--- config.mk ---
export PLATFORM = sky130hd
export DESIGN_NAME = cbs_res_queue
export DESIGN_NICKNAME = d
export VERILOG_FILES = /design/src/hdl/cbs_pkg.sv /design/src/hdl/cbs_res_queue.sv
export SDC_FILE = /design/constraint.sdc
export NUM_CORES = 1
export LEC_CHECK = 0
export ABC_CLOCK_PERIOD_IN_PS = 4300
export BUFFER_PORTS_ARGS = -buffer_cell sky130_fd_sc_hd__buf_2
export CAP_MARGIN = 20
export CORE_MARGIN = 3
export CORE_UTILIZATION = 47
export DETAILED_ROUTE_END_ITERATION = 10
export HOLD_SLACK_MARGIN = 0.08
export PLACE_DENSITY = 0.77
export SKIP_LAST_GASP = 1
export SYNTH_ARGS = -nofsm -noshare
export SYNTH_HDL_FRONTEND = slang
export SYNTH_SLANG_ARGS = --single-unit
--- constraint.sdc ---
create_clock -name clk_i -period 4.3 [get_ports clk_i]
set_input_delay 0.215 -clock clk_i [delete_from_list [all_inputs] [get_ports clk_i]]
set_output_delay 0.215 -clock clk_i [all_outputs]
set_load 0.02 [all_outputs]
--- src/hdl/cbs_pkg.sv ---
// Package for the clocked bit sampler: constants, codes, state encoding and the
// word types shared by the front end, the queues and the execution back end.
// Depends on nothing.
package cbs_pkg;

  // Bit store geometry.
  localparam int unsigned StoreBits = 4096;
  localparam int unsigned AddrW     = $clog2(StoreBits);

  // Fixed field widths.
  localparam int unsigned SliceW = 13;
  localparam int unsigned PosW   = SliceW + 1;
  localparam int unsigned ValueW = 32;
  localparam int unsigned CountW = 16;
  localparam int unsigned TimeW  = 32;
  localparam int unsigned ReqW   = 2;

  // A slice returns at most this many bits.
  localparam int unsigned SliceMax = 32;
  localparam int unsigned CntW     = $clog2(SliceMax + 1);

  // Request codes on the input side.
  localparam logic [ReqW-1:0] ReqArm   = 2'd0;
  localparam logic [ReqW-1:0] ReqEdge  = 2'd1;
  localparam logic [ReqW-1:0] ReqSlice = 2'd2;

  // Configuration register indexes.
  localparam int unsigned     CfgIdxW         = 2;
  localparam logic [CfgIdxW-1:0] CfgBitsWanted   = 2'd0;
  localparam logic [CfgIdxW-1:0] CfgMinIdle      = 2'd1;
  localparam logic [CfgIdxW-1:0] CfgSampleRising = 2'd2;

  localparam logic [CountW-1:0] BitsWantedRst = 16'd24;
  localparam logic [CountW-1:0] CountMax      = '1;

  // Depth of the queues between the parts.
  localparam int unsigned QDepth = 2;
  localparam int unsigned QPtrW  = $clog2(QDepth);
  localparam int unsigned QCntW  = $clog2(QDepth + 1);

  typedef enum logic [1:0] {
    OP_ARM,
    OP_EDGE,
    OP_SLICE,
    OP_NONE
  } op_e;

  typedef enum logic [2:0] {
    ST_CLEAR,
    ST_IDLE,
    ST_EDGE,
    ST_SETUP,
    ST_START,
    ST_WALK,
    ST_REPORT
  } bstate_e;

  typedef struct packed {
    op_e                      op;
    logic                     edge_is_rising;
    logic                     data_bit;
    logic [TimeW-1:0]         time_now;
    logic signed [SliceW-1:0] slice_first;
    logic signed [SliceW-1:0] slice_last;
    logic                     sign_extend;
  } cmd_t;

  typedef struct packed {
    logic [ValueW-1:0] slice_value;
    logic              is_running;
    logic              is_ready;
    logic [CountW-1:0] restart_total;
    logic [CountW-1:0] sampled_total;
    logic [AddrW-1:0]  write_position;
  } res_t;

  typedef struct packed {
    logic [CountW-1:0] bits_wanted;
    logic [TimeW-1:0]  min_idle_time;
    logic              sample_on_rising;
  } cfg_t;

endpackage

--- src/hdl/cbs_res_queue.sv ---
// Result queue that holds finished words until the consumer pops them.
// Depends on cbs_pkg.
module cbs_res_queue
  import cbs_pkg::*;
(
  input  logic clk_i,
  input  logic rst_ni,
  input  logic push_i,
  output logic full_o,
  input  res_t data_i,
  input  logic pop_i,
  output logic empty_o,
  output res_t data_o
);

  res_t             mem_q [QDepth];
  logic [QPtrW-1:0] wr_ptr_q, rd_ptr_q;
  logic [QCntW-1:0] cnt_q;
  logic             do_push, do_pop;

  assign full_o  = (cnt_q == QCntW'(QDepth));
  assign empty_o = (cnt_q == '0);
  assign do_push = push_i && !full_o;
  assign do_pop  = pop_i && !empty_o;
  assign data_o  = mem_q[rd_ptr_q];

  always_ff @(posedge clk_i or negedge rst_ni) begin
    if (!rst_ni) begin
      wr_ptr_q <= '0;
      rd_ptr_q <= '0;
      cnt_q    <= '0;
    end else begin
      if (do_push) wr_ptr_q <= wr_ptr_q + 1'b1;
      if (do_pop)  rd_ptr_q <= rd_ptr_q + 1'b1;
      if (do_push && !do_pop) begin
        cnt_q <= cnt_q + 1'b1;
      end else if (do_pop && !do_push) begin
        cnt_q <= cnt_q - 1'b1;
      end
    end
  end

  always_ff @(posedge clk_i) begin
    if (do_push) mem_q[wr_ptr_q] <= data_i;
  end

endmodule

==> flow_metrics.py <==
metrics = {
    "die": {
        "io_pins": 162,
        "rows": 40,
        "die_height_um": 118,
        "die_w_um": 118,
        "initial_core_util_pct": 48.4,
        "core_um2": 12100,
        "dieArea_um2": 13800,
    },
    "synthesis": {
        "synth_fp_nets": 345,
        "synthCells": 262,
        "yosys_warnings": 0,
        "synth_cell_types": 15,
        "yosysSeqAreaShare_pct": 81.6,
        "avgSynthCellArea_um2": 22.4,
        "netlist_area_um2": 5860,
        "synth_seq_cells": 160,
    },
    "pwr": {
        "clkPwrFrac_pct": 27.9,
        "p_sw_share_pct": 30.8,
        "p_seq_share_pct": 41.2,
        "p_per_area_nw_per_um2": 675,
        "switchingPower_mw": 1.72,
        "p_total_mw": 5.60,
        "internal_power_mw": 3.87,
        "pwr-share-comb_pct": 30.9,
        "leakagePower_nw": 3.19,
        "ir_worst_vdd_mv": 0.417,
    },
    "global_route": {
        "grtUsageTotal_pct": 17.2,
        "grt_max_degree": 80,
        "first_global_vias": 3752,
        "grt-ovfl-total": 0,
        "grt_pass1_wl_mm": 18.6,
        "antenna_found_initial": 0,
    },
    "timing": {
        "fmax_mhz": 431,
        "grt_setup_unrepaired": "no",
        "fin_skew_ns": 0.00569,
        "min_period_ns": 2.32,
        "hold_viol": 0,
        "relSlewSlack_pct": 38.9,
        "setup_viol": 0,
        "totalNegativeSetupSlack_ns": 0,
        "min_period_over_period_pct": 53.9,
        "worstMarginPinSlew_ns": 0.916,
        "drv_slew": 0,
    },
    "detailed_routing": {
        "wl_mm": 11.5,
        "viasPerCell": 4.70,
        "drtIter0Drc": 163,
        "wl_per_cell_um": 16.5,
        "num_vias": 3271,
        "postRouteAntennaNets": 0,
        "drc": 0,
        "drt-pass1-iter-count": 4,
    },
    "placed_design": {
        "gp_congestion": 0.680,
        "place_area_um2": 6840,
        "dp_cells": 583,
        "port_buffers": 161,
        "dp_hpwl_mm": 6.37,
    },
    "finish": {
        "fin_cells": 696,
        "drive_gt1_share_pct": 51.9,
        "mostFrequentLayoutCells": "buf_2, edfxtp_1, dlygate4sd3_1",
        "stdcell_area_um2": 8290,
        "area_growth_pct": 41.5,
        "final_util_pct": 68.5,
        "final_nets": 598,
        "layout_commonest_cell": "buf_2",
        "n_antenna_cell": 0,
    },
    "clocking": {
        "h-tree-depth": 4,
        "cts_tree": "done",
        "post_cts_resized": 0,
        "cts_buffers": 17,
        "cts_buffer_depth": 2,
        "cts.sinks": 160,
        "clock-root-buffer": "clkbuf_16",
        "post_cts_buffers": 0,
        "clkLatencyLatePin_ns": 0.41,
        "clk_pin_slew_ns": 0.06,
    },
    "worst_setup_path": {
        "worst-path-max-fanout": 43,
        "critPathLaunchType": "flip-flop",
        "end_kind": "primary output",
        "crit_required_ns": 4.09,
        "critPathArrivalTime_ns": 2.10,
        "criticalPathCategory": "flip-flop to primary output",
    },
    "run_status": {
        "outcome": "completed",
    },
    "hold_path": {
        "hold_path.class": "input port to async pin",
    },
    "job": {
        "maxCapViolCount": 0,
    },
}
[layer usage]
| metal | share of wire [%] | GRT usage [%] | vias up |
|---|---|---|---|
| li1 | - | - | 1545 |
| met1 | 39 | 18.5 | 1604 |
| met2 | 54 | 31.1 | 109 |
| met3 | 6.2 | 6.25 | 13 |
| met4 | 1.4 | 6.30 | 0 |
| met5 | 0 | 0 | - |
[area by class of cell]
type	instances	area, µm²
clock buffer	22	464
tap	168	210
sequential	160	4790
inverter	2	7.51
clock inverter	10	159
fill	792	3820
multi-input combinational	91	1020
timing repair buffer	243	1640
[flip-flops by register name, summed over array words and instances, names as in the netlist]
name and flops:
mem_q 156, wr_ptr_q 1, cnt_q 2, rd_ptr_q 1
[final timing paths]
kind                            depth (start not counted)            startpoint  slack (ns)                endpoint
worst max-delay path                                    3  rd_ptr_q$_DFFE_PN0P_        1.98              data_o[14]
worst min-delay path                                    2                rst_ni        0.14    cnt_q[0]$_DFFE_PN0P_
worst max register to register                          4  cnt_q[0]$_DFFE_PN0P_        2.00  mem_q[0][69]$_DFFE_PP_
worst min register to register                          1  cnt_q[1]$_DFFE_PN0P_        0.54    cnt_q[1]$_DFFE_PN0P_
max in group asynchronous                               2                rst_ni        4.02    rd_ptr_q$_DFFE_PN0P_
min in group clk_i                                      3                 pop_i        0.14    rd_ptr_q$_DFFE_PN0P_
[logic make-up (layout without fill, tap and decap cells)]
kind of cell | Yosys count | in the layout | share of synthesized area, %
flip-flops | 160 | 160 | 81.6
multiplexers | 78 | 78 | 15.6
buffers and inverters | 11 | 277 | 1.22
AND/OR/NAND/NOR | 6 | 6 | 0.470
XOR/XNOR | 5 | 5 | 0.747
adder cells (fa/ha/maj) | 1 | 1 | 0.213
AO/OA/AOI/OAI | 1 | 1 | 0.0853
[metrics by stage]
stage / worst slack [ns] / hold WS [ns]
2_1_floorplan: 1.20 / -0.0806
3_3_place_gp: 2.08 / 0.0255
3_5_place_dp: 2.00 / 0.0295
4_1_cts: 1.82 / 0.121
5_1_grt: 1.83 / 0.128
6_report: 1.98 / 0.136
[what timing repair did]
item                                    CTS  global route
hold buffers                             79             0
hold endpoints to repair                160             0
endpoints found under the setup margin    0             0
[cell usage after synthesis]
library cell	count	area share (%)
nand2_1	1	0.064
inv_1	2	0.13
xor2_1	2	0.30
and3_1	1	0.11
mux2_4	10	2.6
xnor2_1	3	0.45
dfrtp_1	4	1.7
nand2b_1	1	0.11
buf_6	3	0.58
ha_1	1	0.21
o21ai_0	1	0.085
nor2_1	3	0.19
buf_2	6	0.51
mux2_2	68	13
edfxtp_1	156	80
[power by group through the flow]
stage                     Clock (mW)  Sequential (mW)  Combinational [mW]
after floorplan                    0             2.25                1.25
after global placement             0             2.39                1.57
after detailed placement           0             2.42                1.58
after CTS                       1.58             2.39                1.65
after global routing            1.66             2.34                1.85
final                           1.56             2.31                1.73
[critical path, cell delays in order, from the launching register on]
cell	delay, ns
dfrtp_4	0.80
buf_12	0.31
mux2_2	0.38
buf_2	0.17
Note: power is estimated with default switching activity, not from simulation.
