<file path="config.mk">
export PLATFORM = sky130hd
export DESIGN_NAME = cbs_front
export DESIGN_NICKNAME = d
export VERILOG_FILES = /design/src/hdl/cbs_pkg.sv /design/src/hdl/cbs_front.sv
export SDC_FILE = /design/constraint.sdc
export NUM_CORES = 1
export LEC_CHECK = 0
export BUFFER_PORTS_ARGS = -buffer_cell sky130_fd_sc_hd__buf_2
export CORE_ASPECT_RATIO = 1.4
export CORE_UTILIZATION = 40
export DETAILED_ROUTE_END_ITERATION = 10
export GPL_TIMING_DRIVEN = 0
export PLACE_DENSITY = 0.83
export SYNTH_ARGS = -nofsm -noshare
export SYNTH_HDL_FRONTEND = slang
export SYNTH_SLANG_ARGS = --single-unit
</file>
<file path="constraint.sdc">
create_clock -name clk_i -period 4 [get_ports clk_i]
set_clock_uncertainty 0.15 [all_clocks]
set_input_delay 0.8 -clock clk_i [delete_from_list [all_inputs] [get_ports clk_i]]
set_output_delay 0.8 -clock clk_i [all_outputs]
set_load 0.01 [all_outputs]
</file>
<file path="src/hdl/cbs_pkg.sv">
// Package for the clocked bit sampler: constants, codes, state encoding and the
// word types shared by the front end, the queues and the execution back end.
// Depends on nothing.
package cbs_pkg;

  // Bit store geometry.
  localparam int unsigned StoreBits = 4096;
  localparam int unsigned AddrW     = $clog2(StoreBits);

  // Fixed field widths.
  localparam int unsigned SliceW = 13;
  localparam int unsigned PosW   = SliceW + 1;
  localparam int unsigned ValueW = 32;
  localparam int unsigned CountW = 16;
  localparam int unsigned TimeW  = 32;
  localparam int unsigned ReqW   = 2;

  // A slice returns at most this many bits.
  localparam int unsigned SliceMax = 32;
  localparam int unsigned CntW     = $clog2(SliceMax + 1);

  // Request codes on the input side.
  localparam logic [ReqW-1:0] ReqArm   = 2'd0;
  localparam logic [ReqW-1:0] ReqEdge  = 2'd1;
  localparam logic [ReqW-1:0] ReqSlice = 2'd2;

  // Configuration register indexes.
  localparam int unsigned     CfgIdxW         = 2;
  localparam logic [CfgIdxW-1:0] CfgBitsWanted   = 2'd0;
  localparam logic [CfgIdxW-1:0] CfgMinIdle      = 2'd1;
  localparam logic [CfgIdxW-1:0] CfgSampleRising = 2'd2;

  localparam logic [CountW-1:0] BitsWantedRst = 16'd24;
  localparam logic [CountW-1:0] CountMax      = '1;

  // Depth of the queues between the parts.
  localparam int unsigned QDepth = 2;
  localparam int unsigned QPtrW  = $clog2(QDepth);
  localparam int unsigned QCntW  = $clog2(QDepth + 1);

  typedef enum logic [1:0] {
    OP_ARM,
    OP_EDGE,
    OP_SLICE,
    OP_NONE
  } op_e;

  typedef enum logic [2:0] {
    ST_CLEAR,
    ST_IDLE,
    ST_EDGE,
    ST_SETUP,
    ST_START,
    ST_WALK,
    ST_REPORT
  } bstate_e;

  typedef struct packed {
    op_e                      op;
    logic                     edge_is_rising;
    logic                     data_bit;
    logic [TimeW-1:0]         time_now;
    logic signed [SliceW-1:0] slice_first;
    logic signed [SliceW-1:0] slice_last;
    logic                     sign_extend;
  } cmd_t;

  typedef struct packed {
    logic [ValueW-1:0] slice_value;
    logic              is_running;
    logic              is_ready;
    logic [CountW-1:0] restart_total;
    logic [CountW-1:0] sampled_total;
    logic [AddrW-1:0]  write_position;
  } res_t;

  typedef struct packed {
    logic [CountW-1:0] bits_wanted;
    logic [TimeW-1:0]  min_idle_time;
    logic              sample_on_rising;
  } cfg_t;

endpackage

</file>
<file path="src/hdl/cbs_front.sv">
// Front end of the clocked bit sampler: input word register and request decode.
// Depends on cbs_pkg.
module cbs_front
  import cbs_pkg::*;
(
  input  logic                     clk_i,
  input  logic                     rst_ni,
  input  logic                     push_i,
  output logic                     full_o,
  input  logic [ReqW-1:0]          req_type_i,
  input  logic                     edge_is_rising_i,
  input  logic                     data_bit_i,
  input  logic [TimeW-1:0]         time_now_i,
  input  logic signed [SliceW-1:0] slice_first_i,
  input  logic signed [SliceW-1:0] slice_last_i,
  input  logic                     sign_extend_i,
  output logic                     cmd_valid_o,
  output cmd_t                     cmd_o,
  input  logic                     cmd_full_i
);

  logic vld_q, vld_d;
  cmd_t cmd_q;
  op_e  op;
  logic load, move;

  always_comb begin
    unique case (req_type_i)
      ReqArm:   op = OP_ARM;
      ReqEdge:  op = OP_EDGE;
      ReqSlice: op = OP_SLICE;
      default:  op = OP_NONE;
    endcase
  end

  assign move   = vld_q && !cmd_full_i;
  assign full_o = vld_q && cmd_full_i;
  assign load   = push_i && !full_o;
  assign vld_d  = load || (vld_q && !move);

  always_ff @(posedge clk_i or negedge rst_ni) begin
    if (!rst_ni) begin
      vld_q <= 1'b0;
    end else begin
      vld_q <= vld_d;
    end
  end

  always_ff @(posedge clk_i) begin
    if (load) begin
      cmd_q.op             <= op;
      cmd_q.edge_is_rising <= edge_is_rising_i;
      cmd_q.data_bit       <= data_bit_i;
      cmd_q.time_now       <= time_now_i;
      cmd_q.slice_first    <= slice_first_i;
      cmd_q.slice_last     <= slice_last_i;
      cmd_q.sign_extend    <= sign_extend_i;
    end
  end

  assign cmd_valid_o = vld_q;
  assign cmd_o       = cmd_q;

endmodule

</file>
==> metrics.md, run 1 <==
| Metric | Value |
|---|---|
| Status | complete, no violations |
| MaxCap Viol Count | 0 |
| Worst reg2reg setup slack | approximately 2000 ps |
| Port Buf Inserts | 129 |
| Area of the mapped netlist | 1950 um^2 |
| Unrepaired setup endpoints after global routing | false |
| Shortest period the worst path allows | 2160 ps |
| Part of the power in registers | 0.561 |
| Critical path's largest stage delay | around 150 ps |
| Initial detailed-routing violation count | 15 |
| Vias in the first global route | 1176 |
| Fin nets | between 200 and 300 |
| Sequential area share after synthesis | 0.983 |
| I/O pin count | 132 |
| # Post-CTS Setup Buffers | 0 |
| Crit path top cell by count | buf_2 |
| Synth cell types | 6 |
| P_sw | approximately 0.29 mW |
| Setup TNS | 0 ps |
| Max Root-Sink Buffers | 2 |
| Layout area overhead | 48.1% |
| Internal cell power | 1.11 mW |
| Gate power share | 0.075 |
| Hold_ws | 86.0 ps |
| Worst Tran Pin Value | 1000 ps |
| DR WL met3 | 310 um |
| Routed len/inst | 13.3 um |
| Total Wirelength | 3670 um |
| Die span in y | 84.6 um |
| # diodes | 0 |
| Synth Register Bits | between 60 and 70 |
| Area post-placement | 2700 um^2 |
| Fin. Hold Viols | 0 |
| Final RePlAce weighted congestion | roughly 0.68 |
| Final Cell Area | approximately 2900 um^2 |
| Hold WC Path Type | in -> async |
| CP endpoint kind | output pin |
| Final core utilization | 0.627 |
| Clock transition at path regs | 70 ps |
| CP Data Arrival Time | 1210 ps |
| Fin cells | 277 |
| Die W | 61 um |
| Largest net degree at the start of global routing | 34 |
| Root buf cell | clkbuf_8 |
| Slew HR | 0.330 |
| CTS tree | yes |
| Routed Antenna Nets | 0 |
| Worst r2r path cells | 2 |
| Synth Warn # | 0 |
| Reg2Reg Launch Point | cmd_valid_o$_DFF_PN0_ |
| Share of post-route cells with drive strength above 1 | 0.674 |
| CTS Sinks | 64 |
| Commonest cells after routing, fill and taps aside | 129 x buf_2, 63 x edfxtp_1, 9 x clkbuf_8 |
| Met1 WL | 1290 um |
| CP Buf/Inv Count | 2 |
| First-pass GRT wire length | 5290 um |
| # hold bufs at CTS | 0 |
| CP Max Fanout | 3 |
| Initial Utilization | 0.423 |
| Peak Freq | 463 MHz |
| Routed wl met2 | between 1500 and 2000 um |
| DRC | 0 |
| CP startpoint kind | primary input |
| CTS H-tree depth | 3 |
| Initial antenna violation count | 0 |
| TritonCTS Buffers | 9 |
| WP data required | 3050 ps |
| GRT Total Usage | 0.151 |
| FP Rows | 29 |
| Clock power share | 0.364 |
| Top Metal Used | met4 |
| Worst path cell trace | buf_2, and2_1, buf_2 |
| Fillers | 360 |
| Tcrit/Tclk final | 0.540 |
| Clk_lat worst skew | about 320 ps |
| Slowest cell on crit path | and2_1 |
| LEAKAGE | 1.24 nW |
| Resized Gates After CTS | 0 |
| Pwr dens | 487 nW/um^2 |
| Final setup violating endpoints | 0 |
| Gr ovfl total | 0 |
| Sw frac | 0.207 |
| Synth Instances | 69 |
| FF-to-FF End | cmd_o[1]$_DFFE_PP_ |
| Syn avg cell area | 28.3 um^2 |
| VDD IR max | approximately 0.27 mV |
| Full die area | 5160 um^2 |
| Core box area | 4610 um^2 |
| Most common cell after layout, fill and taps aside | buf_2 |
| Max-slew violation count | 0 |
| Vias per inst | 4.21 |
| Crit path max-delay family | buffers and inverters |
| Post-Place Cells | 261 |
| Crit path kind | in -> out |
| Mapped Nets | between 100 and 150 |
| Drt first pass iters | 4 |
| Vias | approximately 1200 |
-- state kept, by name (all words and copies together) (netlist names) --
signal / cells
cmd_valid_o: 1
cmd_o: 63
-- cell type report --
type | count | area (um^2) | share of cell area
flip-flops and latches | 64 | 1920 | 0.664
repair buffers | 130 | 666 | 0.231
clock buffers | 10 | 128 | 0.0442
well taps | 62 | 77.6 | 0.0269
clock inverters | 6 | 60.1 | 0.0208
multi-input cells | 3 | 32.5 | 0.0113
plain buffers | 2 | 7.51 | 0.00260
-- layer usage --
| metal | global-route usage | up-vias |
|---|---|---|
| met4 | 0.0992 | 0 |
| met3 | 0.0663 | 7 |
| met5 | 0 | - |
| li1 | - | 555 |
| met2 | 0.251 | 76 |
| met1 | 0.146 | 528 |
-- Yosys cell counts --
library cell,count,area share
edfxtp_1,63,0.97
clkbuf_1,2,0.0039
a21o_1,1,0.0039
dfrtp_1,1,0.013
a21boi_2,1,0.0058
and2_1,1,0.0032
-- per-stage QoR --
step	setup slack [ps]	power, mW
after floorplan	889	0.841
after global placement	332	0.905
after detailed placement	1500	0.911
after CTS	1840	1.43
after global routing	1780	1.46
final	1840	1.41
-- cells by family after synthesis --
| family | share of synthesized area |
|---|---|
| flops | 0.983 |
| compound gates | 0.00963 |
| buf+inv | 0.00385 |
| simple gates | 0.00321 |
-- how the worst max path moves through the flow --
stage                           from                  end  slack (ps)  cells after the start
after floorplan               push_i   cmd_o[0]$_DFFE_PP_         890                      1
after global placement    cmd_full_i  cmd_o[24]$_DFFE_PP_         330                      2
after detailed placement  cmd_full_i  cmd_o[24]$_DFFE_PP_        1500                      3
final                     cmd_full_i               full_o        1840                      3
after global routing      cmd_full_i  cmd_o[28]$_DFFE_PP_        1780                      3
after CTS                 cmd_full_i               full_o        1840                      3
-- power by group through the flow --
stage	Sequential [mW]	Combinational [mW]	Clock, mW
finish	0.789	0.106	0.511
global route	0.793	0.115	0.548
CTS	0.790	0.108	0.531
detailed placement	0.804	0.107	0
global placement	0.805	0.0995	0
floorplan	0.827	0.0141	0
Note: power is estimated with default switching activity, not from simulation.
==> run 2, diff against run 1 <==
Settings changed: ABC_AREA set to 1, PLACE_DENSITY 0.83 to 0.84.
Clock period 4 ns to 2.05 ns, I/O delays scaled along.
==> run 2 against run 1 <==
  * Critical path depth did not move
  * Clock-buffer cell count decreased by 1
  * Clock power grew 130%
  * Final cell count is 1.4% higher
  * Die area decreased by 0.25%
  * Setup slack worse by 1600 ps
  * Sequential cell count is the same
  * Synthesized area fell by 0.26%
  * Hold slack better by 10 ps
  * Register-to-register slack worse by 1800 ps
  * Critical endpoint is now cmd_o[56]$_DFFE_PP_
  * Highest routed layer unchanged
==> metrics.md, run 2 <==
| Metric | Value |
|---|---|
| Vias in the first global route | 1173 (-0.26%) |
| Synth Register Bits | 64 (unchanged) |
| GRT Total Usage | 0.152 (+0.00106) |
| Port Buf Inserts | 129 (unchanged) |
| Vias per inst | 4.27 (+1.4%) |
| LEAKAGE | 1.27 nW (+2.4%) |
| I/O pin count | 132 (unchanged) |
| Top cell type by total area after synthesis | edfxtp_1 |
| Synth Instances | 71 (+2.9%) |
| TritonCTS Buffers | 9 (unchanged) |
| Drt first pass iters | 4 (unchanged) |
| Max Root-Sink Buffers | 2 (unchanged) |
| FF/Latch Area | 1920 um^2 (about the same) |
| Final setup violating endpoints | 0 (unchanged) |
| Unrepaired setup endpoints after global routing | false |
| Most frequent cells after synthesis | 63 x edfxtp_1, 2 x clkbuf_1, 2 x inv_1, 2 x nand2_1 |
| CP Data Arrival Time | 1700 ps (+490 ps) |
| Clk_lat worst skew | 330 ps (about the same) |
| FP Rows | 29 (unchanged) |
| CTS tree | yes |
| Initial antenna violation count | 0 (unchanged) |
| CTS H-tree depth | 3 (unchanged) |
| Full die area | 5150 um^2 (-0.25%) |
| Routed len/inst | 13.3 um (about the same) |
| Synth cell types | 6 (unchanged) |
| Hold_ws | 96.4 ps (+10.4 ps) |
| First-pass GRT wire length | 5140 um (-2.7%) |
| Shortest period the worst path allows | around 1800 ps |
| CTS Sinks | 64 (unchanged) |
| CP startpoint kind | register |
| Routed Antenna Nets | 0 (unchanged) |
| Mapped Nets | 138 (+1.5%) |
| Main area contributors after synthesis | edfxtp_1 97%, dfrtp_1 1.3%, clkbuf_1 0.39% |
| Total Wirelength | 3730 um (+1.5%) |
| Fin nets | 281 (+1.4%) |
| # diodes | 0 (unchanged) |
| Total power | 2.91 mW (+110%) |
| Layout area overhead | 52.1% |
| Slew HR | 0.626 (+0.296) |
| Sequential area share after synthesis | 0.986 (+0.00253) |
| DRC | 0 (unchanged) |
| Share of post-route cells with drive strength above 1 | 0.676 (+0.00138) |
| Core box area | 4610 um^2 (unchanged) |
| Asr flop ratio synth | 0.0156 (unchanged) |
| Clock transition at path regs | 70 ps (about the same) |
| Detailed Place HPWL | ~2900 um |
| Peak Freq | around 550 MHz |
| Area post-placement | 2730 um^2 (+1.0%) |
| Resized Gates After CTS | 0 (unchanged) |
| Tcrit/Tclk final | 0.890 |
| VDD IR max | 0.734 mV (+170%) |
| Status | complete, no violations |
| Initial Utilization | 0.422 (-0.00109) |
| Fillers | 339 (-5.8%) |
| Syn avg cell area | 27.4 um^2 (-3.1%) |
| Fin. Hold Viols | 0 (unchanged) |
| Root buf cell | clkbuf_8 |
| Final Cell Area | 2960 um^2 (+2.4%) |
| Largest net degree at the start of global routing | 31 (-8.8%) |
| Worst Tran Pin Value | 559 ps (-443 ps) |
| Most common cell after layout, fill and taps aside | buf_2 |
| Max FFs per register | 63 (unchanged) |
| MaxCap Viol Count | 0 (unchanged) |
| Synth top area share | 0.973 (+0.00250) |
| Initial detailed-routing violation count | 23 (+8) |
| Pwr dens | 983 nW/um^2 (+100%) |
| CP endpoint kind | register |
| Post-synth EDFFs | 63 (unchanged) |
| Commonest cells after routing, fill and taps aside | 129 x buf_2, 63 x edfxtp_1, 9 x clkbuf_8 |
| Die span in y | 84.5 um (-0.12%) |
| CP Max Fanout | 30 (+27) |
| Setup TNS | 0 ps (unchanged) |
| WP data required | 1930 ps (-1120 ps) |
| Max-slew violation count | 0 (unchanged) |
| Final RePlAce weighted congestion | 0.682 (+0.16%) |
| Crit path kind | reg -> reg |
| Top_reg_cell synth | edfxtp_1 |
| Die W | 60.9 um (-0.12%) |
| Gr ovfl total | 0 (unchanged) |
| Synth Warn # | 0 (unchanged) |
| Most numerous cell in the Yosys netlist | edfxtp_1 |
| Vias | 1199 (+2.8%) |
| Multi-input gate area in the final layout | 23.8 um^2 (-27%) |
| Area of the mapped netlist | 1940 um^2 (-0.26%) |
| Hold WC Path Type | in -> reg |
[run 2: through the flow]
| step | utilization | setup WS [ps] | instances |
|---|---|---|---|
| after detailed placement | 0.592 | 114 | 264 |
| after global placement | 0.582 | -428 | 262 |
| after floorplan | - | -38.6 | 71 |
| after CTS | 0.642 | 211 | 281 |
| final | 0.642 | 225 | 281 |
| after global routing | 0.642 | 123 | 281 |
[run 2: critical path, cell delays in order, from the launching register on]
cell     delay [ps]
dfrtp_2         430
a21oi_4         490
buf_16          240
buf_12          200
[run 2: worst paths after layout]
| kind | startpoint | cells after the start | to | slack (ps) |
|---|---|---|---|---|
| worst max register to register | cmd_valid_o$_DFF_PN0_ | 3 | cmd_o[56]$_DFFE_PP_ | 230 |
| max in group asynchronous | rst_ni | 2 | cmd_valid_o$_DFF_PN0_ | 1420 |
| min in group asynchronous | rst_ni | 2 | cmd_valid_o$_DFF_PN0_ | 240 |
| worst max-delay path | cmd_valid_o$_DFF_PN0_ | 3 | cmd_o[56]$_DFFE_PP_ | 230 |
| worst min register to register | cmd_valid_o$_DFF_PN0_ | 2 | cmd_valid_o$_DFF_PN0_ | 420 |
| worst min-delay path | req_type_i[0] | 1 | cmd_o[61]$_DFFE_PP_ | 100 |
[run 2: cells by family (layout without fill, tap and decap cells)]
logic type | count (synthesis) | after routing | share of synthesized area
AO/OA/AOI/OAI | 1 | 1 | 0.00257
flip-flops | 64 | 64 | 0.986
AND/OR/NAND/NOR | 2 | 2 | 0.00386
buffers and inverters | 4 | 152 | 0.00772
[run 2: cell type report]
cell class	count	area share
tap	62	0.0262
timing repair buffer	132	0.238
clock buffer	9	0.0419
sequential	64	0.648
multi-input combinational	3	0.00804
buffer	2	0.00254
clock inverter	7	0.0326
inverter	2	0.00254
[run 2: timing repair]
item | CTS | global route
setup buffers | 0 | 0
hold buffers | 1 | 0
hold endpoints to repair | 1 | 0
[run 2: power breakdown]
group          internal (mW)  switching (mW)  total [mW]  leakage (nW)
Clock                  0.683           0.468        1.15         0.103
Combinational          0.103           0.113       0.216         0.556
Sequential              1.52          0.0154        1.54         0.610
Total                   2.31           0.597        2.91          1.27
[run 2: routing by layer]
layer  vias up  global-route usage  part of all wire
met3        17              0.0678             0.096
li1        565                   -                 -
met1       532               0.145              0.34
met4         0               0.126             0.050
met5         -                   0                 0
met2        85               0.241              0.52
