==> config.mk <==
export PLATFORM = sky130hd
export DESIGN_NAME = cbs_cmd_queue
export DESIGN_NICKNAME = d
export VERILOG_FILES = /design/src/hdl/cbs_pkg.sv /design/src/hdl/cbs_cmd_queue.sv
export SDC_FILE = /design/constraint.sdc
export NUM_CORES = 1
export LEC_CHECK = 0
export BUFFER_PORTS_ARGS = -buffer_cell sky130_fd_sc_hd__buf_2
export CORE_ASPECT_RATIO = 1.2
export CORE_MARGIN = 2
export CORE_UTILIZATION = 56
export DETAILED_ROUTE_END_ITERATION = 12
export PLACE_DENSITY_LB_ADDON = 0.2
export SKIP_LAST_GASP = 1
export SLEW_MARGIN = 20
export SYNTH_ARGS = -nofsm -noshare
export SYNTH_HDL_FRONTEND = slang
export SYNTH_SLANG_ARGS = --single-unit
==> constraint.sdc <==
create_clock -name clk_i -period 9.6 [get_ports clk_i]
set_clock_uncertainty 0.2 [all_clocks]
set_input_delay 1.92 -clock clk_i [delete_from_list [all_inputs] [get_ports clk_i]]
set_output_delay 1.92 -clock clk_i [all_outputs]
set_load 0.01 [all_outputs]
==> src/hdl/cbs_pkg.sv <==
// Package for the clocked bit sampler: constants, codes, state encoding and the
// word types shared by the front end, the queues and the execution back end.
// Depends on nothing.
package cbs_pkg;

  // Bit store geometry.
  localparam int unsigned StoreBits = 4096;
  localparam int unsigned AddrW     = $clog2(StoreBits);

  // Fixed field widths.
  localparam int unsigned SliceW = 13;
  localparam int unsigned PosW   = SliceW + 1;
  localparam int unsigned ValueW = 32;
  localparam int unsigned CountW = 16;
  localparam int unsigned TimeW  = 32;
  localparam int unsigned ReqW   = 2;

  // A slice returns at most this many bits.
  localparam int unsigned SliceMax = 32;
  localparam int unsigned CntW     = $clog2(SliceMax + 1);

  // Request codes on the input side.
  localparam logic [ReqW-1:0] ReqArm   = 2'd0;
  localparam logic [ReqW-1:0] ReqEdge  = 2'd1;
  localparam logic [ReqW-1:0] ReqSlice = 2'd2;

  // Configuration register indexes.
  localparam int unsigned     CfgIdxW         = 2;
  localparam logic [CfgIdxW-1:0] CfgBitsWanted   = 2'd0;
  localparam logic [CfgIdxW-1:0] CfgMinIdle      = 2'd1;
  localparam logic [CfgIdxW-1:0] CfgSampleRising = 2'd2;

  localparam logic [CountW-1:0] BitsWantedRst = 16'd24;
  localparam logic [CountW-1:0] CountMax      = '1;

  // Depth of the queues between the parts.
  localparam int unsigned QDepth = 2;
  localparam int unsigned QPtrW  = $clog2(QDepth);
  localparam int unsigned QCntW  = $clog2(QDepth + 1);

  typedef enum logic [1:0] {
    OP_ARM,
    OP_EDGE,
    OP_SLICE,
    OP_NONE
  } op_e;

  typedef enum logic [2:0] {
    ST_CLEAR,
    ST_IDLE,
    ST_EDGE,
    ST_SETUP,
    ST_START,
    ST_WALK,
    ST_REPORT
  } bstate_e;

  typedef struct packed {
    op_e                      op;
    logic                     edge_is_rising;
    logic                     data_bit;
    logic [TimeW-1:0]         time_now;
    logic signed [SliceW-1:0] slice_first;
    logic signed [SliceW-1:0] slice_last;
    logic                     sign_extend;
  } cmd_t;

  typedef struct packed {
    logic [ValueW-1:0] slice_value;
    logic              is_running;
    logic              is_ready;
    logic [CountW-1:0] restart_total;
    logic [CountW-1:0] sampled_total;
    logic [AddrW-1:0]  write_position;
  } res_t;

  typedef struct packed {
    logic [CountW-1:0] bits_wanted;
    logic [TimeW-1:0]  min_idle_time;
    logic              sample_on_rising;
  } cfg_t;

endpackage

==> src/hdl/cbs_cmd_queue.sv <==
// Short command queue between the front end and the back end.
// Depends on cbs_pkg.
module cbs_cmd_queue
  import cbs_pkg::*;
(
  input  logic clk_i,
  input  logic rst_ni,
  input  logic push_i,
  output logic full_o,
  input  cmd_t data_i,
  input  logic pop_i,
  output logic empty_o,
  output cmd_t data_o
);

  cmd_t             mem_q [QDepth];
  logic [QPtrW-1:0] wr_ptr_q, rd_ptr_q;
  logic [QCntW-1:0] cnt_q;
  logic             do_push, do_pop;

  assign full_o  = (cnt_q == QCntW'(QDepth));
  assign empty_o = (cnt_q == '0);
  assign do_push = push_i && !full_o;
  assign do_pop  = pop_i && !empty_o;
  assign data_o  = mem_q[rd_ptr_q];

  always_ff @(posedge clk_i or negedge rst_ni) begin
    if (!rst_ni) begin
      wr_ptr_q <= '0;
      rd_ptr_q <= '0;
      cnt_q    <= '0;
    end else begin
      if (do_push) wr_ptr_q <= wr_ptr_q + 1'b1;
      if (do_pop)  rd_ptr_q <= rd_ptr_q + 1'b1;
      if (do_push && !do_pop) begin
        cnt_q <= cnt_q + 1'b1;
      end else if (do_pop && !do_push) begin
        cnt_q <= cnt_q - 1'b1;
      end
    end
  end

  always_ff @(posedge clk_i) begin
    if (do_push) mem_q[wr_ptr_q] <= data_i;
  end

endmodule

==> results of run 1 <==
-- cells by family (layout without fill, tap and decap cells) --
family	Yosys count	in the layout
compound gates	1	1
fa+ha+maj	1	1
xor+xnor	5	5
buf+inv	9	168
flops	130	130
simple gates	6	6
mux	63	63
-- layer usage --
metal	up-vias	global-route usage
met4	0	0.08901
met1	1169	0.2036
met2	92	0.2751
met3	13	0.06760
met5	-	0
li1	1143	-
-- per-stage QoR --
| step | cells | hold WS [ps] | worst slack, ps |
|---|---|---|---|
| 2_1_floorplan | 215 | 260.8 | 4272 |
| 3_3_place_gp | 458 | 300.2 | 5690 |
| 3_5_place_dp | 459 | 321.5 | 5752 |
| 4_1_cts | 491 | 332.3 | 5181 |
| 5_1_grt | 491 | 343.5 | 5127 |
| 6_report | 491 | 327.0 | 5243 |
-- Yosys cell counts --
| library cell | n |
|---|---|
| sky130_fd_sc_hd__edfxtp_1 | 126 |
| sky130_fd_sc_hd__nor2_1 | 3 |
| sky130_fd_sc_hd__and3_1 | 1 |
| sky130_fd_sc_hd__buf_12 | 6 |
| sky130_fd_sc_hd__xor2_1 | 2 |
| sky130_fd_sc_hd__nand2_1 | 1 |
| sky130_fd_sc_hd__nand2b_1 | 1 |
| sky130_fd_sc_hd__mux2_2 | 4 |
| sky130_fd_sc_hd__mux2_4 | 59 |
| sky130_fd_sc_hd__dfrtp_1 | 4 |
| sky130_fd_sc_hd__o21ai_1 | 1 |
| sky130_fd_sc_hd__inv_1 | 2 |
| sky130_fd_sc_hd__buf_6 | 1 |
| sky130_fd_sc_hd__xnor2_1 | 3 |
| sky130_fd_sc_hd__ha_1 | 1 |
-- worst max-delay path, delay by kind of cell, from the launching register on --
family	cells	cell delay, ps
mux	1	360
buf+inv	2	450
flops	1	900
-- cell type report --
class | count | area, µm² | area share
Tap cell | 117 | 146.4 | 0.02326
Multi-Input combinational cell | 76 | 1028 | 0.1634
Clock inverter | 15 | 120.1 | 0.01908
Sequential cell | 130 | 3887 | 0.6176
Clock buffer | 17 | 414.1 | 0.06579
Timing Repair Buffer | 134 | 690.7 | 0.1097
Inverter | 2 | 7.507 | 0.001193
-- final timing paths --
check / startpoint / to / slack [ps] / depth (start not counted)
setup / recovery: rd_ptr_q / data_o[45] / 5240 / 3
hold / removal: cnt_q[1] / cnt_q[1] / 330 / 1
setup reg to reg: cnt_q[0] / mem_q[0][57] / 7340 / 4
hold reg to reg: cnt_q[1] / cnt_q[1] / 330 / 1
max in group asynchronous: rst_ni / rd_ptr_q / 8060 / 1
min in group asynchronous: rst_ni / rd_ptr_q / 1000 / 1
-- sequential cells by signal, summed over array words and instances (netlist names) --
name	cells
mem_q	126
cnt_q	2
rd_ptr_q	1
wr_ptr_q	1
-- where the power goes --
part / total (mW) / internal (mW) / switching, mW
clock network: 0.562 / 0.338 / 0.223
registers: 0.859 / 0.780 / 0.0796
logic: 0.572 / 0.311 / 0.260
==> metrics.sh, run 1 <==
RUN_STATUS='complete, no violations'
SYNTH_SEQ_CELLS=130
CORE_AREA_UM2=8657
VDD_DROP_MAX_mV=0.2441
POWER.LEAKAGE_nW=2.556
POSTLAYOUTCOREUTIL=0.7271
FINAL_LAYOUT_SIZE_SUFFIX_GT1_FRAC=0.6150
CLOCK_TREE.BUFFER_DEPTH=2
SETUP_TOTAL_NEGATIVE_SLACK_PS=0
GRT_MAX_DEGREE=64
HOLD_BUFFERS=0
CTS_SINKS=130
SYN_AVG_CELL_AREA_UM2=23.45
RSZ_0062_RAISED_AFTER_GLOBAL_ROUTING='no'
GR-USAGE-ALL-LAYERS=0.1719
HOLD_CLASS='reg2reg'
WL_MET3_UM=533
DETAILEDROUTE.FIRSTPASSITERATIONCOUNT=4
SETUP_VIOL=0
SYNTH_SEQ_AREA_SHARE=0.7702
CTSHTREEMAXLEVEL=4
MET1_LENGTH_MM=3.243
CRIT_PATH_CELL_TRACE='buf_12, mux2_2, buf_2'
SETUP.WORST_PATH.START_CLASS='flop'
ROUTABILITYCONGESTION=0.6974
NETLIST_AREA_UM2=5042
SYNTH-COMPOUND-AREA-SHARE=0.0009926
DIE_W_UM=90.62
SYNTH_CELL_TYPE_COUNT=15
TIGHTESTPINTRANSITION_PS=841.5
NNETSFINAL=429
YOSYSTOPAREACELLSHARE=0.7504
WORST-ENDPOINT-REQUIRED_PS=7480
SYNTH_TO_FINAL_AREA_CHANGE_PCT=24.84
POST_CTS_RESIZE_COUNT=0
TIMING.SETUP.CRITICAL_PATH_CLASS='reg2out'
GRT.OVERFLOW.TOTAL=0
ROUTED_WIRELENGTH_MM=7.980
CPMAXSTAGEDELAYCELL='sky130_fd_sc_hd__dfrtp_4'
ANT_NETS=0
MAX-CAP-VIOLATIONS=0
IOS=132
TRITONCTS_CLOCK_TREE='built'
FRACTION_OF_THE_CYCLE_THE_FINAL_WORST_PATH_NEEDS=0.4538
ADDER_CELL_SHARE_OF_THE_SYNTHESIZED_AREA=0.002481
COMMONEST_NON_FILL_NON_TAP_CELL_IN_THE_LAYOUT='sky130_fd_sc_hd__buf_2'
DETAILED_PLACE.AREA_UM2=5761
SYNTH-XOR-AREA-SHARE=0.008685
GRT_PASS1_WL_MM=12.25
P_PER_AREA_nW_PER_UM2=316.6
DIE_H_UM=107.9
SETUP.WORST_PATH.END_CLASS='primary output'
MET2WIRELENGTH_MM=4.065
POSTLAYOUTCELLAREA_UM2=6295
FINALHOLDVIOLCOUNT=0
CLOCK_TREE.ROOT_CELL='sky130_fd_sc_hd__clkbuf_8'
DRT-WIRELENGTH-PER-CELL_UM=16.25
TRITONCTS_BUFFERS=17
POST-CTS-SETUP-BUFFERS=0
PROPORTION_OF_SYNTHESIZED_AREA_IN_MUX_CELLS=0.1846
LAYOUT.CELLS.MOST_COMMON_LIST='sky130_fd_sc_hd__buf_2 (131), sky130_fd_sc_hd__edfxtp_1 (126), sky130_fd_sc_hd__mux2_4 (59), sky130_fd_sc_hd__clkbuf_16 (16), sky130_fd_sc_hd__clkinvlp_4 (6)'
TIMING.MAX_SLEW.REL_SLACK=0.4390
CLK_LATENCY_PS=510
SLEW_VIOL_FINAL=0
ANTENNA_VIOLATIONS_BEFORE_REPAIR=0
POST-ROUTE-MIN-PERIOD_PS=4357
SYNTH_SIMPLE_GATE_AREA_FRAC=0.005459
CRITICAL_PATH_PEAK_FANOUT=38
VIAS_IN_THE_FIRST_GLOBAL_ROUTE=2491
CLK_TRANSITION_REPORTED_PATHS_PS=60
MAX_CLOCK_FREQ_MHz=229.5
DRT_FIRST_ITER_VIOLATIONS=163
LAYOUT.FILLER_CELLS=558
INITIAL_UTIL=0.5825
POST_DRT_VIA_CELL_RATIO=4.923
TOTAL_POWER_mW=1.993
DR_TOTAL_VIAS=2417
SYNTH_NETS=283
YOSYS.AREA.TOP_TYPE='sky130_fd_sc_hd__edfxtp_1'
CPPEAKSTAGEDELAY_PS=900
SYNTHESIS.YOSYS.WARNINGS=0
SYNTH_TOP_FAMILY_BY_AREA='multiplexers'
CRIT_ARRIVAL_PS=2240
IO_BUFFER_COUNT=131
DR.MAX_LAYER_USED='met4'
SYNTHESIS.INSTANCES=215
DIE_AREA_UM2=9782
NUM_ROWS=37
LEADING_CELL_TYPES_BY_TOTAL_AREA_AFTER_SYNTHESIS='sky130_fd_sc_hd__edfxtp_1 (75%), sky130_fd_sc_hd__mux2_4 (18%), sky130_fd_sc_hd__buf_12 (2.4%), sky130_fd_sc_hd__dfrtp_1 (2.0%), sky130_fd_sc_hd__mux2_2 (0.89%)'
NUM_ANTENNA_CELLS=0
ROUTE.DETAILED.DRC=0
(Power assumes the default switching activity.)
==> inputs of run 2 (changes only) <==
- ABC_AREA: unset -> 1
- CORE_UTILIZATION: 56 -> 52
- clock period: 9.6 -> 4.2 ns (I/O delays scaled with it)
==> run 2 against run 1 <==
Against the previous run:
- sequential cell count did not move
- combinational power rose by 130%
- final cell count rose by 29%
- largest power group unchanged
==> metrics.sh, run 2 <==
SYNTH_EDF_COUNT=126
FIN_HOLD_WS_PS=301.9
TOTAL_POWER_mW=4.623
POST-ROUTE-MIN-PERIOD_PS=3141
GRT_PASS1_WL_MM=13.45
LAYOUT.CELLS.MOST_COMMON_LIST='sky130_fd_sc_hd__nand2_1 (198), sky130_fd_sc_hd__buf_2 (131), sky130_fd_sc_hd__edfxtp_1 (126), sky130_fd_sc_hd__clkbuf_16 (16), sky130_fd_sc_hd__inv_1 (6)'
CTS_SINKS=130
CLK_TRANSITION_REPORTED_PATHS_PS=60
NETLIST_AREA_UM2=4832
DRT-WIRELENGTH-PER-CELL_UM=14.32
CP_COMMON_CELL='sky130_fd_sc_hd__nand2_1'
IOS=132
SETUP_TOTAL_NEGATIVE_SLACK_PS=0
CRIT_PATH_CELL_TRACE='clkinv_2, nand2_1, nand2_1, buf_2'
CLOCK_TREE.BUFFER_DEPTH=2
FINALHOLDVIOLCOUNT=0
INTERNAL_POWER_mW=3.165
NUM_ROWS=38
TRITONCTS_BUFFERS=17
MAX-CAP-VIOLATIONS=0
CORE_AREA_UM2=9034
ROUTED_WIRELENGTH_MM=9.094
POST_DRT_VIA_CELL_RATIO=4.860
CRIT_PATH_BUFFERS_INVERTERS=2
SYNTH_TO_FINAL_AREA_CHANGE_PCT=28.12
CLK_LATENCY_PS=510
YOSYS.AREA.TOP_TYPE='sky130_fd_sc_hd__edfxtp_1'
CPLARGESTDELAYFAMILY='buffers and inverters'
MULTI_INPUT_AREA_UM2=820.8
ASYNC_FLOP_SHARE=0.03077
COMMONEST_NON_FILL_NON_TAP_CELL_IN_THE_LAYOUT='sky130_fd_sc_hd__nand2_1'
ANT_NETS=0
WORST-ENDPOINT-REQUIRED_PS=3160
VDD_DROP_MAX_mV=0.4056
ROUTABILITYCONGESTION=0.7625
IO_BUFFER_COUNT=131
SYNTHESIS.INSTANCES=360
SETUP.WORST_PATH.END_CLASS='primary output'
RSZ_0062_RAISED_AFTER_GLOBAL_ROUTING='no'
SYNTH_CELL_TYPE_COUNT=16
YOSYSTOPAREACELLSHARE=0.7830
FINAL_LAYOUT_SIZE_SUFFIX_GT1_FRAC=0.3230
DRT_FIRST_ITER_VIOLATIONS=254
LARGEST_REGISTER='mem_q'
CTSHTREEMAXLEVEL=4
FRACTION_OF_THE_CYCLE_THE_FINAL_WORST_PATH_NEEDS=0.7479
HOLD_CLASS='reg2reg'
P_PER_AREA_nW_PER_UM2=746.7
DETAILEDROUTE.FIRSTPASSITERATIONCOUNT=4
GR-USAGE-ALL-LAYERS=0.1821
DIE_W_UM=92
ANTENNA_VIOLATIONS_BEFORE_REPAIR=1
SETUP_VIOL=0
CRITICAL_PATH_PEAK_FANOUT=64
DIE_H_UM=109.6
NNETSFINAL=569
CPPEAKSTAGEDELAY_PS=660
SYNTH_NETS=428
CLOCK_POWER_SHARE=0.312
LARGEST_REG_FLOPS=126
POWER.LEAKAGE_nW=2.705
GRT_MAX_DEGREE=65
FINAL-SEQ-AREA_UM2=3885
DR_TOTAL_VIAS=3086
SLEW_VIOL_FINAL=0
SYNTH.MOST_COMMON_CELL='sky130_fd_sc_hd__nand2_1'
SHARE_SEQ_OF_TOTAL_POWER=0.400
TIGHTESTPINTRANSITION_PS=890.6
LAYOUT.FILLER_CELLS=684
POST_CTS_RESIZE_COUNT=0
TOP_REGS='mem_q (126), cnt_q (2)'
POWER.SHARE.COMBINATIONAL=0.288
SYNTH_SEQ_AREA_SHARE=0.8037
LAYOUT.CELLS.NON_FILLER=635
TOTAL_SWITCHING_POWER_mW=1.458
SYNTH_SEQ_CELLS=130
SETUP.WORST_PATH.START_CLASS='flop'
CRIT_ARRIVAL_PS=2100
YOSYS-TOP-CELLS-COUNT='sky130_fd_sc_hd__nand2_1 (198), sky130_fd_sc_hd__edfxtp_1 (126), sky130_fd_sc_hd__inv_1 (7)'
TOP_REG_CELL_SYNTH='sky130_fd_sc_hd__edfxtp_1'
TIMING.SETUP.CRITICAL_PATH_CLASS='reg2out'
SWITCHING_SHARE=0.3154
ROUTE.DETAILED.DRC=0
CLOCK_TREE.ROOT_CELL='sky130_fd_sc_hd__clkbuf_8'
LEADING_CELL_TYPES_BY_TOTAL_AREA_AFTER_SYNTHESIS='sky130_fd_sc_hd__edfxtp_1 (78%), sky130_fd_sc_hd__nand2_1 (15%), sky130_fd_sc_hd__dfrtp_1 (2.1%), sky130_fd_sc_hd__buf_6 (1.4%), sky130_fd_sc_hd__buf_2 (0.62%)'
TIMING.MAX_SLEW.REL_SLACK=0.4063
INITIAL_UTIL=0.5349
SYNTHESIS.YOSYS.WARNINGS=0
RUN_STATUS='complete, no violations'
PLACEDCELLCOUNT=601
MAX_CLOCK_FREQ_MHz=318.3
GRT.OVERFLOW.TOTAL=0
DIE_AREA_UM2=10080
TRITONCTS_CLOCK_TREE='built'
VIAS_IN_THE_FIRST_GLOBAL_ROUTE=2896
CPMAXSTAGEDELAYCELL='sky130_fd_sc_hd__clkinv_2'
SYN_AVG_CELL_AREA_UM2=13.42
DETAILEDPLACEMENTHPWL_MM=5.514
[run 2: cell types whose count changed after synthesis, moves of 2 or more]
cell / before / now
sky130_fd_sc_hd__buf_6: 1 / 6
sky130_fd_sc_hd__nand2_1: 1 / 198
sky130_fd_sc_hd__buf_2: 0 / 6
sky130_fd_sc_hd__mux2_4: 59 / 0
sky130_fd_sc_hd__o21ai_0: 0 / 2
sky130_fd_sc_hd__nor2_2: 0 / 2
sky130_fd_sc_hd__mux2_2: 4 / 0
sky130_fd_sc_hd__xor2_1: 2 / 0
sky130_fd_sc_hd__xnor2_1: 3 / 1
sky130_fd_sc_hd__buf_12: 6 / 0
sky130_fd_sc_hd__inv_1: 2 / 7
[run 2: cells by family (layout without fill, tap and decap cells)]
logic type / Yosys count / in the layout / synth area share
buffers and inverters: 21 / 175 / 0.02796
XOR/XNOR: 1 / 1 / 0.001813
adder cells (fa/ha/maj): 1 / 1 / 0.002589
AND/OR/NAND/NOR: 205 / 205 / 0.1618
AO/OA/AOI/OAI: 2 / 2 / 0.002072
flip-flops: 130 / 130 / 0.8037
other: 0 / 1 / 0
[run 2: per-stage QoR]
step / util / instance area [µm²] / setup slack, ps
4_1_cts: 0.6849 / 6187 / 976.9
6_report: 0.6853 / 6191 / 1059
3_5_place_dp: 0.6187 / 5589 / 1559
2_1_floorplan: - / 4835 / 975.9
3_3_place_gp: 0.6187 / 5589 / 1597
5_1_grt: 0.6853 / 6191 / 893.7
[run 2: worst min-delay path, stage by stage (launching register included)]
cell and delay, ps:
sky130_fd_sc_hd__dfrtp_1 340, sky130_fd_sc_hd__nand2_1 60, sky130_fd_sc_hd__nand2_1 70
[run 2: power by group through the flow]
| stage | Combinational [mW] | Clock (mW) | Sequential (mW) |
|---|---|---|---|
| 2_1_floorplan | 0.846 | 0 | 1.87 |
| 3_3_place_gp | 1.33 | 0 | 1.86 |
| 3_5_place_dp | 1.34 | 0 | 1.87 |
| 4_1_cts | 1.35 | 1.46 | 1.85 |
| 5_1_grt | 1.48 | 1.51 | 1.87 |
| 6_report | 1.33 | 1.44 | 1.85 |
[run 2: metal layers]
metal  track usage  share of wire  vias to the layer above
li1              -              -                     1497
met1        0.2046           0.38                     1459
met2        0.3057           0.52                      112
met3       0.06237          0.074                       18
met4        0.1045          0.025                        0
met5             0              0                        -
[run 2: worst paths after layout]
check | start | endpoint | slack (ps) | depth (start not counted)
max reg2reg | cnt_q[0] | mem_q[1][57] | 2020 | 3
max in group asynchronous | rst_ni | rd_ptr_q | 3210 | 2
min reg2reg | wr_ptr_q | wr_ptr_q | 300 | 2
min in group asynchronous | rst_ni | cnt_q[0] | 450 | 2
min | wr_ptr_q | wr_ptr_q | 300 | 2
max | rd_ptr_q | data_o[41] | 1060 | 4
[run 2: area by class of cell]
type                    instances  share of cell area
diodes                          1           0.0004042
repair buffers                135              0.1152
clock inverters                13             0.02688
flip-flops and latches        130              0.6275
well taps                     120             0.02425
clock buffers                  19             0.06811
multi-input cells             209              0.1326
inverters                       8            0.005053
[run 2: what timing repair did]
item,CTS,global route
hold buffers,1,0
buffers inserted,0,0
hold endpoints to repair,4,0
